File: config.mk
export PLATFORM = sky130hd
export DESIGN_NAME = ret_ctrl
export DESIGN_NICKNAME = d
export VERILOG_FILES = /design/src/design/ret_pkg.sv /design/src/design/ret_ctrl.sv
export VERILOG_INCLUDE_DIRS = /design/src /design/src/design
export SDC_FILE = /design/constraint.sdc
export NUM_CORES = 1
export LEC_CHECK = 0
export ABC_AREA = 1
export BUFFER_PORTS_ARGS = -buffer_cell sky130_fd_sc_hd__buf_2
export CAP_MARGIN = 20
export CORE_AREA = 3 3 40 42
export DETAILED_ROUTE_END_ITERATION = 6
export DIE_AREA = 0 0 43 45
export HOLD_SLACK_MARGIN = 0.02
export PLACE_DENSITY_LB_ADDON = 0.1
export SYNTH_ARGS = -nofsm -noshare
export SYNTH_HDL_FRONTEND = slang
export SYNTH_SLANG_ARGS = --single-unit
File: constraint.sdc
create_clock -name aclk -period 2.4 [get_ports aclk]
set_input_delay 0.24 -clock aclk [delete_from_list [all_inputs] [get_ports aclk]]
set_output_delay 0.24 -clock aclk [all_outputs]
set_load 0.02 [all_outputs]
File: src/design/repeat_event_throttle_defines.svh
// Assertion macros for the event throttle
`ifndef REPEAT_EVENT_THROTTLE_DEFINES_SVH
`define REPEAT_EVENT_THROTTLE_DEFINES_SVH
`ifndef SYNTHESIS
`define RET_ASSERT_IMPL(label, clk, rstn, ante, cons) \
    label: assert property (@(posedge clk) disable iff (!rstn) (ante) |-> (cons)) \
        else $error("assertion failed");
`define RET_ASSERT_NEXT(label, clk, rstn, ante, cons) \
    label: assert property (@(posedge clk) disable iff (!rstn) (ante) |=> (cons)) \
        else $error("assertion failed");
`else
`define RET_ASSERT_IMPL(label, clk, rstn, ante, cons)
`define RET_ASSERT_NEXT(label, clk, rstn, ante, cons)
`endif
`endif

File: src/design/ret_pkg.sv
`timescale 1ns / 1ps
`default_nettype none
package ret_pkg;
    localparam int EventSlots = 16;
    localparam int KeyBits    = 32;
    localparam int SlotIdxW   = $clog2(EventSlots);
    localparam int CountW     = $clog2(EventSlots + 1);
    localparam logic [2:0] FatalLevel = 3'd7;
    localparam logic [15:0] RepeatMax = 16'hFFFF;
    localparam logic [31:0] SuppMax   = 32'hFFFF_FFFF;

    localparam logic OpConsider = 1'b0;
    localparam logic OpDrain    = 1'b1;

    localparam logic [1:0] RegEnable   = 2'd0;
    localparam logic [1:0] RegInterval = 2'd1;
    localparam logic [1:0] RegNth      = 2'd2;

    typedef enum logic [2:0] {
        ST_IDLE,
        ST_LOOKUP,
        ST_DRAIN,
        ST_OUT,
        ST_DRAIN_OUT
    } state_t;

    typedef struct packed {
        logic load;       // capture input beat
        logic consider;   // do lookup/update
        logic drain_step; // examine slot at drain index
        logic drain_adv;
    } cmd_t;

    typedef struct packed {
        logic is_drain;
        logic drain_hit;  // current drain slot owes counts
        logic drain_done; // index past entries
    } status_t;
endpackage
`default_nettype wire

File: src/design/ret_ctrl.sv
`timescale 1ns / 1ps
`default_nettype none
`include "repeat_event_throttle_defines.svh"
module ret_ctrl
    import ret_pkg::*;
(
    input  wire logic    aclk,
    input  wire logic    aresetn,
    input  wire logic    s_tvalid,
    output logic         s_tready,
    output logic         m_tvalid,
    input  wire logic    m_tready,
    output logic         m_last,
    output cmd_t         cmd,
    input  wire status_t status
);
    state_t state_reg, state_next;
    logic   hasr_reg, hasr_next; // a drain result is pending search for last

    always_ff @(posedge aclk) begin
        if (!aresetn) begin
            state_reg <= ST_IDLE;
            hasr_reg  <= 1'b0;
        end else begin
            state_reg <= state_next;
            hasr_reg  <= hasr_next;
        end
    end

    // drain: step one slot a cycle while in ST_DRAIN; an owing slot is latched and held until the next
    // owing slot is found, then offered in ST_DRAIN_OUT, so last is known when it leaves.
    always_comb begin
        state_next = state_reg;
        hasr_next  = hasr_reg;
        case (state_reg)
            ST_IDLE:   if (s_tvalid) state_next = ST_LOOKUP;
            ST_LOOKUP: begin
                state_next = status.is_drain ? ST_DRAIN : ST_OUT;
                hasr_next  = 1'b0;
            end
            ST_DRAIN: begin
                if (status.drain_done)
                    state_next = hasr_reg ? ST_OUT : ST_IDLE;
                else if (status.drain_hit && hasr_reg)
                    state_next = ST_DRAIN_OUT;
                else if (status.drain_hit)
                    hasr_next = 1'b1;
            end
            ST_DRAIN_OUT: if (m_tready) state_next = ST_DRAIN;
            ST_OUT: if (m_tready) state_next = ST_IDLE;
            default: state_next = ST_IDLE;
        endcase
    end

    always_comb begin
        cmd = '0;
        s_tready = 1'b0; m_tvalid = 1'b0; m_last = 1'b0;
        case (state_reg)
            ST_IDLE: begin
                s_tready = 1'b1;
                cmd.load = s_tvalid;
            end
            ST_LOOKUP: cmd.consider = !status.is_drain;
            ST_DRAIN: begin
                if (!status.drain_done && !(status.drain_hit && hasr_reg)) begin
                    cmd.drain_step = 1'b1; cmd.drain_adv = 1'b1;
                end
            end
            ST_DRAIN_OUT: begin
                m_tvalid = 1'b1;
                if (m_tready) begin
                    cmd.drain_step = 1'b1; cmd.drain_adv = 1'b1;
                end
            end
            ST_OUT: begin
                m_tvalid = 1'b1; m_last = 1'b1;
            end
            default: ;
        endcase
    end

    `RET_ASSERT_IMPL(a_no_accept_busy, aclk, aresetn, state_reg != ST_IDLE, !s_tready)
    `RET_ASSERT_NEXT(a_load_lookup, aclk, aresetn, cmd.load, state_reg == ST_LOOKUP)
    `RET_ASSERT_IMPL(a_last_only_out, aclk, aresetn, m_last, state_reg == ST_OUT)
endmodule
`default_nettype wire

==> results of run 1 <==
[cells by family (layout without fill, tap and decap cells)]
kind of cell / Yosys count / after routing / share of synthesized area
AO/OA/AOI/OAI: 6 / 6 / 0.08696
flip-flops: 4 / 4 / 0.2319
buffers and inverters: 15 / 30 / 0.1739
AND/OR/NAND/NOR: 36 / 36 / 0.5073
[routing by layer]
metal	share of wire	wire length (µm)	GRT usage
met4	0	0	0.05422
met5	0	0	0
met1	0.48	360	0.1082
met3	0.060	45	0.01594
met2	0.46	340	0.1287
[worst min-delay path by stage]
stage,endpoint,slack (ns)
2_1_floorplan,state_reg[2]$_SDFFE_PN0P_,0.36
3_3_place_gp,hasr_reg$_SDFFE_PN0P_,0.48
3_5_place_dp,hasr_reg$_SDFFE_PN0P_,0.48
4_1_cts,state_reg[1]$_SDFFE_PN0P_,0.25
5_1_grt,state_reg[1]$_SDFFE_PN0P_,0.28
6_report,state_reg[1]$_SDFFE_PN0P_,0.26
[final cells by class]
class                           instances  share of cell area
Multi-Input combinational cell         42              0.4620
Sequential cell                         4              0.1803
Timing Repair Buffer                   13              0.1465
Inverter                               14              0.1183
Clock buffer                            3             0.05070
Tap cell                               15             0.04225
[power by group]
| group | internal, W | switching [W] | leakage [nW] | total (W) |
|---|---|---|---|---|
| logic | 0.000110 | 0.000211 | 0.229 | 0.000321 |
| clock network | 0.0000558 | 0.0000257 | 0.0138 | 0.0000816 |
| registers | 0.0000889 | 0.0000323 | 0.0329 | 0.000121 |
[per-stage QoR]
stage / hold WS [ns] / area (µm²)
after global routing: 0.2759 / 444.2
after detailed placement: 0.4758 / 421.7
after CTS: 0.2488 / 444.2
after global placement: 0.4788 / 421.7
final: 0.2568 / 444.2
after floorplan: 0.3607 / 345.3
[synth_stat cells]
master and number:
a21oi_1 4, nand3_2 2, inv_1 9, nor2_1 9, o21ai_0 2, inv_2 5
buf_4 1, dfxtp_1 4, nor2_2 2, nand3_1 6, nand2_4 1, nand2_1 13
nand2_2 3
[worst reg2reg max path: cells and delay by family, from the launching register on]
kind	cells	cell delay, ns
buf+inv	1	0.09
simple gates	6	0.46
flops	1	0.42
==> results.cfg, run 1 <==
[die]
dieArea_um2 = 1935
dieHeight_um = 45
core_um2 = 1285
die_x_um = 43
start_util = 0.2687
ioPinCount = 14
num_rows = 13

[timing]
layout_setup_ws_ns = 0.9158
relSlewSlack = 0.8532
hold_viol = 0
fmax_mhz = 673.7
post-route-period-util = 0.6184
period_minus_slack_ns = 1.484
setup_viol = 0
fin_skew_ns = 0.002550
worst_pin_slew_ns = 0.2200
maxSlewViolCount = 0
grt_setup_unrepaired = false
finalSetupTns_ns = 0

[worst_setup_path]
r2r_end = state_reg[2]$_SDFFE_PN0P_
crit_path_start = state_reg[1]$_SDFFE_PN0P_
worstRegToRegCells = 7
worstSetupEndpoint = cmd[1]
worstPathRequired_ns = 2.16
crit_path_max_fanout = 5
cp.depth = 4
crit_slowest_cell = dfxtp_1
r2r_setup_slack_ns = 1.33
end_kind = output port
crit_chain = nor2_2, nand2_1, o21ai_0, buf_2
crit_path_max_incr_delay_ns = 0.36
setup.worst_path.class = reg -> out
crit_family = flip-flops
cp-start-kind = flop
path_buf_inv = 1
r2r-start = state_reg[2]$_SDFFE_PN0P_
cp.arrival_ns = 1.24

[clock_tree]
tritoncts = yes
clkTransAtPathRegs_ns = 0.04
ctsResizeCount = 0
ctsHoldBuffers = 0
htree_levels = 1
clock-sinks = 4
clockBufferDepth = 2
postCtsSetupBuffers = 0
insertion_delay_ns = 0.23
numCtsBuffers = 3
clockRootBuffer = clkbuf_4

[worst_hold_path]
min_path_cells = 3
hp-start = aresetn
hold_path_class = in -> reg

[route]
firstDrtPassIters = 4
ant_nets = 0
via_per_inst = 4.110
wire_per_inst_um = 8.209
remaining_drc_errors = 0
vias = 374
initialDrtViolationCount = 13
drt-total-wl_um = 747

[global_routing]
grt_pass1_vias = 330
overflow = 0
grt_usage = 0.08403
grt_max_degree = 7
antenna_found_initial = 0
grt_pass1_wl_um = 1228

[finish]
syn_to_final_growth_pct = 28.62
register_area_um2 = 80.08
fin_nets = 85
fillers = 156
largest_reg_flops = 3
fin_util = 0.3457
multi_input_area_um2 = 205.2
drive_gt1_frac = 0.3816
diodes = 0
layoutNonFillerInstCount = 91
final_cell_mix = nand2_1 (13), buf_2 (13), inv_1 (9), nor2_1 (9), nand3_1 (6)

[power]
power.density_nw_per_um2 = 1180
ir_drop_mv = 0.4264
power.leakage_nw = 0.2760
finalPower_w = 0.0005240

[synth]
synth_seq_cells = 4
synthesis.nets = 68
syn_area_um2 = 345.3
syn-mean-instance-area_um2 = 5.661
synthTopCellsByArea = dfxtp_1 (23%), nand2_1 (14%), inv_1 (9.8%)
yosysTopAreaCellShare = 0.2319
synth_top_area_cell = dfxtp_1
synth_cell_types = 13
yosysWarnings = 0
yosysSeqAreaShare = 0.2319
postSynthCellCount = 61

[status]
status = completed

[placement]
dp_hpwl_um = 670.5
dp_worst_setup_slack_ns = 1.136
gp_congestion = 0.6871
io_buffers = 13
dp_cells = 88

[job]
maxCapViolCount = 0
(Power assumes the default switching activity.)
==> inputs of run 2 (changes only) <==
==> constraint.sdc (replaced) <==
create_clock -name aclk -period 1.5 [get_ports aclk]
set_input_delay 0.15 -clock aclk [delete_from_list [all_inputs] [get_ports aclk]]
set_output_delay 0.15 -clock aclk [all_outputs]
set_load 0.02 [all_outputs]
==> run 2 against run 1 <==
Core utilization unchanged; critical path depth increased by 1; worst hold slack got worse by 0.089 ns; sequential power increased by 60%; via count unchanged; combinational power increased by 59%; critical endpoint unchanged; register-to-register slack got worse by 0.90 ns; critical path type unchanged.
==> results.cfg, run 2 (same netlist as run 1, synthesis figures left out) <==
[die]
start_util = 0.2687
core_um2 = 1285
num_rows = 13
dieHeight_um = 45
die_x_um = 43
dieArea_um2 = 1935
ioPinCount = 14

[worst_setup_path]
cp.arrival_ns = 1.21
setup.worst_path.class = reg -> out
path_buf_inv = 2
end_kind = output port
crit_chain = nand3_2, inv_2, nand2_4, o21ai_1, buf_2
crit_path_start = state_reg[1]$_SDFFE_PN0P_
r2r-start = state_reg[2]$_SDFFE_PN0P_
worstRegToRegCells = 7
crit_family = flip-flops
crit_path_max_incr_delay_ns = 0.42
r2r_setup_slack_ns = 0.43
r2r_end = state_reg[2]$_SDFFE_PN0P_
crit_path_max_fanout = 5
cp-start-kind = flop
worstPathRequired_ns = 1.35
crit_slowest_cell = dfxtp_1

[finish]
diodes = 0
fillers = 138
fin_nets = 85
layoutNonFillerInstCount = 91
drive_gt1_frac = 0.3816
final_cell_mix = nand2_1 (13), buf_2 (13), inv_1 (9), nor2_1 (9), nand3_1 (6)
largest_reg_flops = 3
syn_to_final_growth_pct = 28.62

[clock_tree]
clockRootBuffer = clkbuf_4
ctsHoldBuffers = 0
clkTransAtPathRegs_ns = 0.04
tritoncts = yes
postCtsSetupBuffers = 0
clockBufferDepth = 2
insertion_delay_ns = 0.23
htree_levels = 1
numCtsBuffers = 3
clock-sinks = 4
ctsResizeCount = 0

[placement]
io_buffers = 13
gp_congestion = 0.7021
dp_cells = 88
dp_hpwl_um = 652.4

[global_routing]
grt_usage = 0.07987
grt_pass1_vias = 321
grt_max_degree = 7
overflow = 0
antenna_found_initial = 0
grt_pass1_wl_um = 1145

[timing]
fin_skew_ns = 0.0003369
period_minus_slack_ns = 1.359
hold_viol = 0
setup_viol = 0
worst_pin_slew_ns = 0.2113
post-route-period-util = 0.9061
grt_setup_unrepaired = false
relSlewSlack = 0.8590
maxSlewViolCount = 0
finalSetupTns_ns = 0
fmax_mhz = 735.8

[route]
initialDrtViolationCount = 3
firstDrtPassIters = 4
wire_per_inst_um = 7.868
ant_nets = 0
drt-total-wl_um = 716
remaining_drc_errors = 0
via_per_inst = 4.110
vias = 374

[power]
power.leakage_nw = 0.2760
pwr-share-seq = 0.233
p_clk_frac = 0.154
swShare = 0.5077
switching_power_w = 0.0004213
p_comb_frac = 0.613
power.density_nw_per_um2 = 1868
intPower_w = 0.0004086
ir_drop_mv = 0.5877

[job]
maxCapViolCount = 0

[worst_hold_path]
hp-start = aresetn
min_path_cells = 3
hold_path_class = in -> reg
min_to = state_reg[2]$_SDFFE_PN0P_

[status]
status = completed
==> run 2: changes by cell type in the layout (fill, tap and decap cells not counted) <==
cell / delta
o21ai_0: -1
o21ai_1: +1
==> run 2: power by group through the flow <==
stage | Combinational [W] | Sequential [W] | Clock, W
floorplan | 0.000408 | 0.000186 | 0
global placement | 0.000533 | 0.000196 | 0
detailed placement | 0.000517 | 0.000195 | 0
CTS | 0.000519 | 0.000193 | 0.000137
global route | 0.000573 | 0.000200 | 0.000146
finish | 0.000509 | 0.000193 | 0.000128
==> run 2: cell type report <==
| type | count | area (µm²) | area share |
|---|---|---|---|
| multi-input cells | 42 | 205.2 | 0.4620 |
| flip-flops and latches | 4 | 80.08 | 0.1803 |
| inverters | 14 | 52.55 | 0.1183 |
| well taps | 15 | 18.77 | 0.04225 |
| clock buffers | 3 | 22.52 | 0.05070 |
| repair buffers | 13 | 65.06 | 0.1465 |
==> run 2: through the flow <==
stage | total power (W) | setup WS, ns | cell area (µm²) | hold slack [ns] | utilization
floorplan | 0.0005935 | 0.1917 | 345.3 | 0.2707 | -
detailed placement | 0.0007117 | 0.3760 | 421.7 | 0.4094 | 0.3281
CTS | 0.0008491 | 0.1246 | 444.2 | 0.1617 | 0.3457
global placement | 0.0007295 | 0.3795 | 421.7 | 0.4088 | 0.3281
global route | 0.0009193 | 0.05609 | 444.2 | 0.1708 | 0.3457
finish | 0.0008299 | 0.1409 | 444.2 | 0.1674 | 0.3457
==> run 2: per-layer routing <==
metal	routed length (µm)	up-vias	share of wire	track usage
li1	-	215	-	-
met1	331	152	0.46	0.09375
met2	344	7	0.48	0.1257
met3	39	0	0.054	0.02390
met4	0	0	0	0.05422
met5	0	-	0	0
==> run 2: how the worst max path moves through the flow <==
stage          cells after the start  slack [ns]     end
2_1_floorplan                      4        0.19  cmd[1]
3_3_place_gp                       6        0.38  cmd[1]
3_5_place_dp                       5        0.38  cmd[1]
4_1_cts                            5        0.12  cmd[1]
5_1_grt                            4        0.06  cmd[1]
6_report                           5        0.14  cmd[1]
==> run 2: tightest hold or removal path: cells and delay by family <==
kind	cells	cell delay [ns]
buf+inv	1	0.11
simple gates	2	0.09
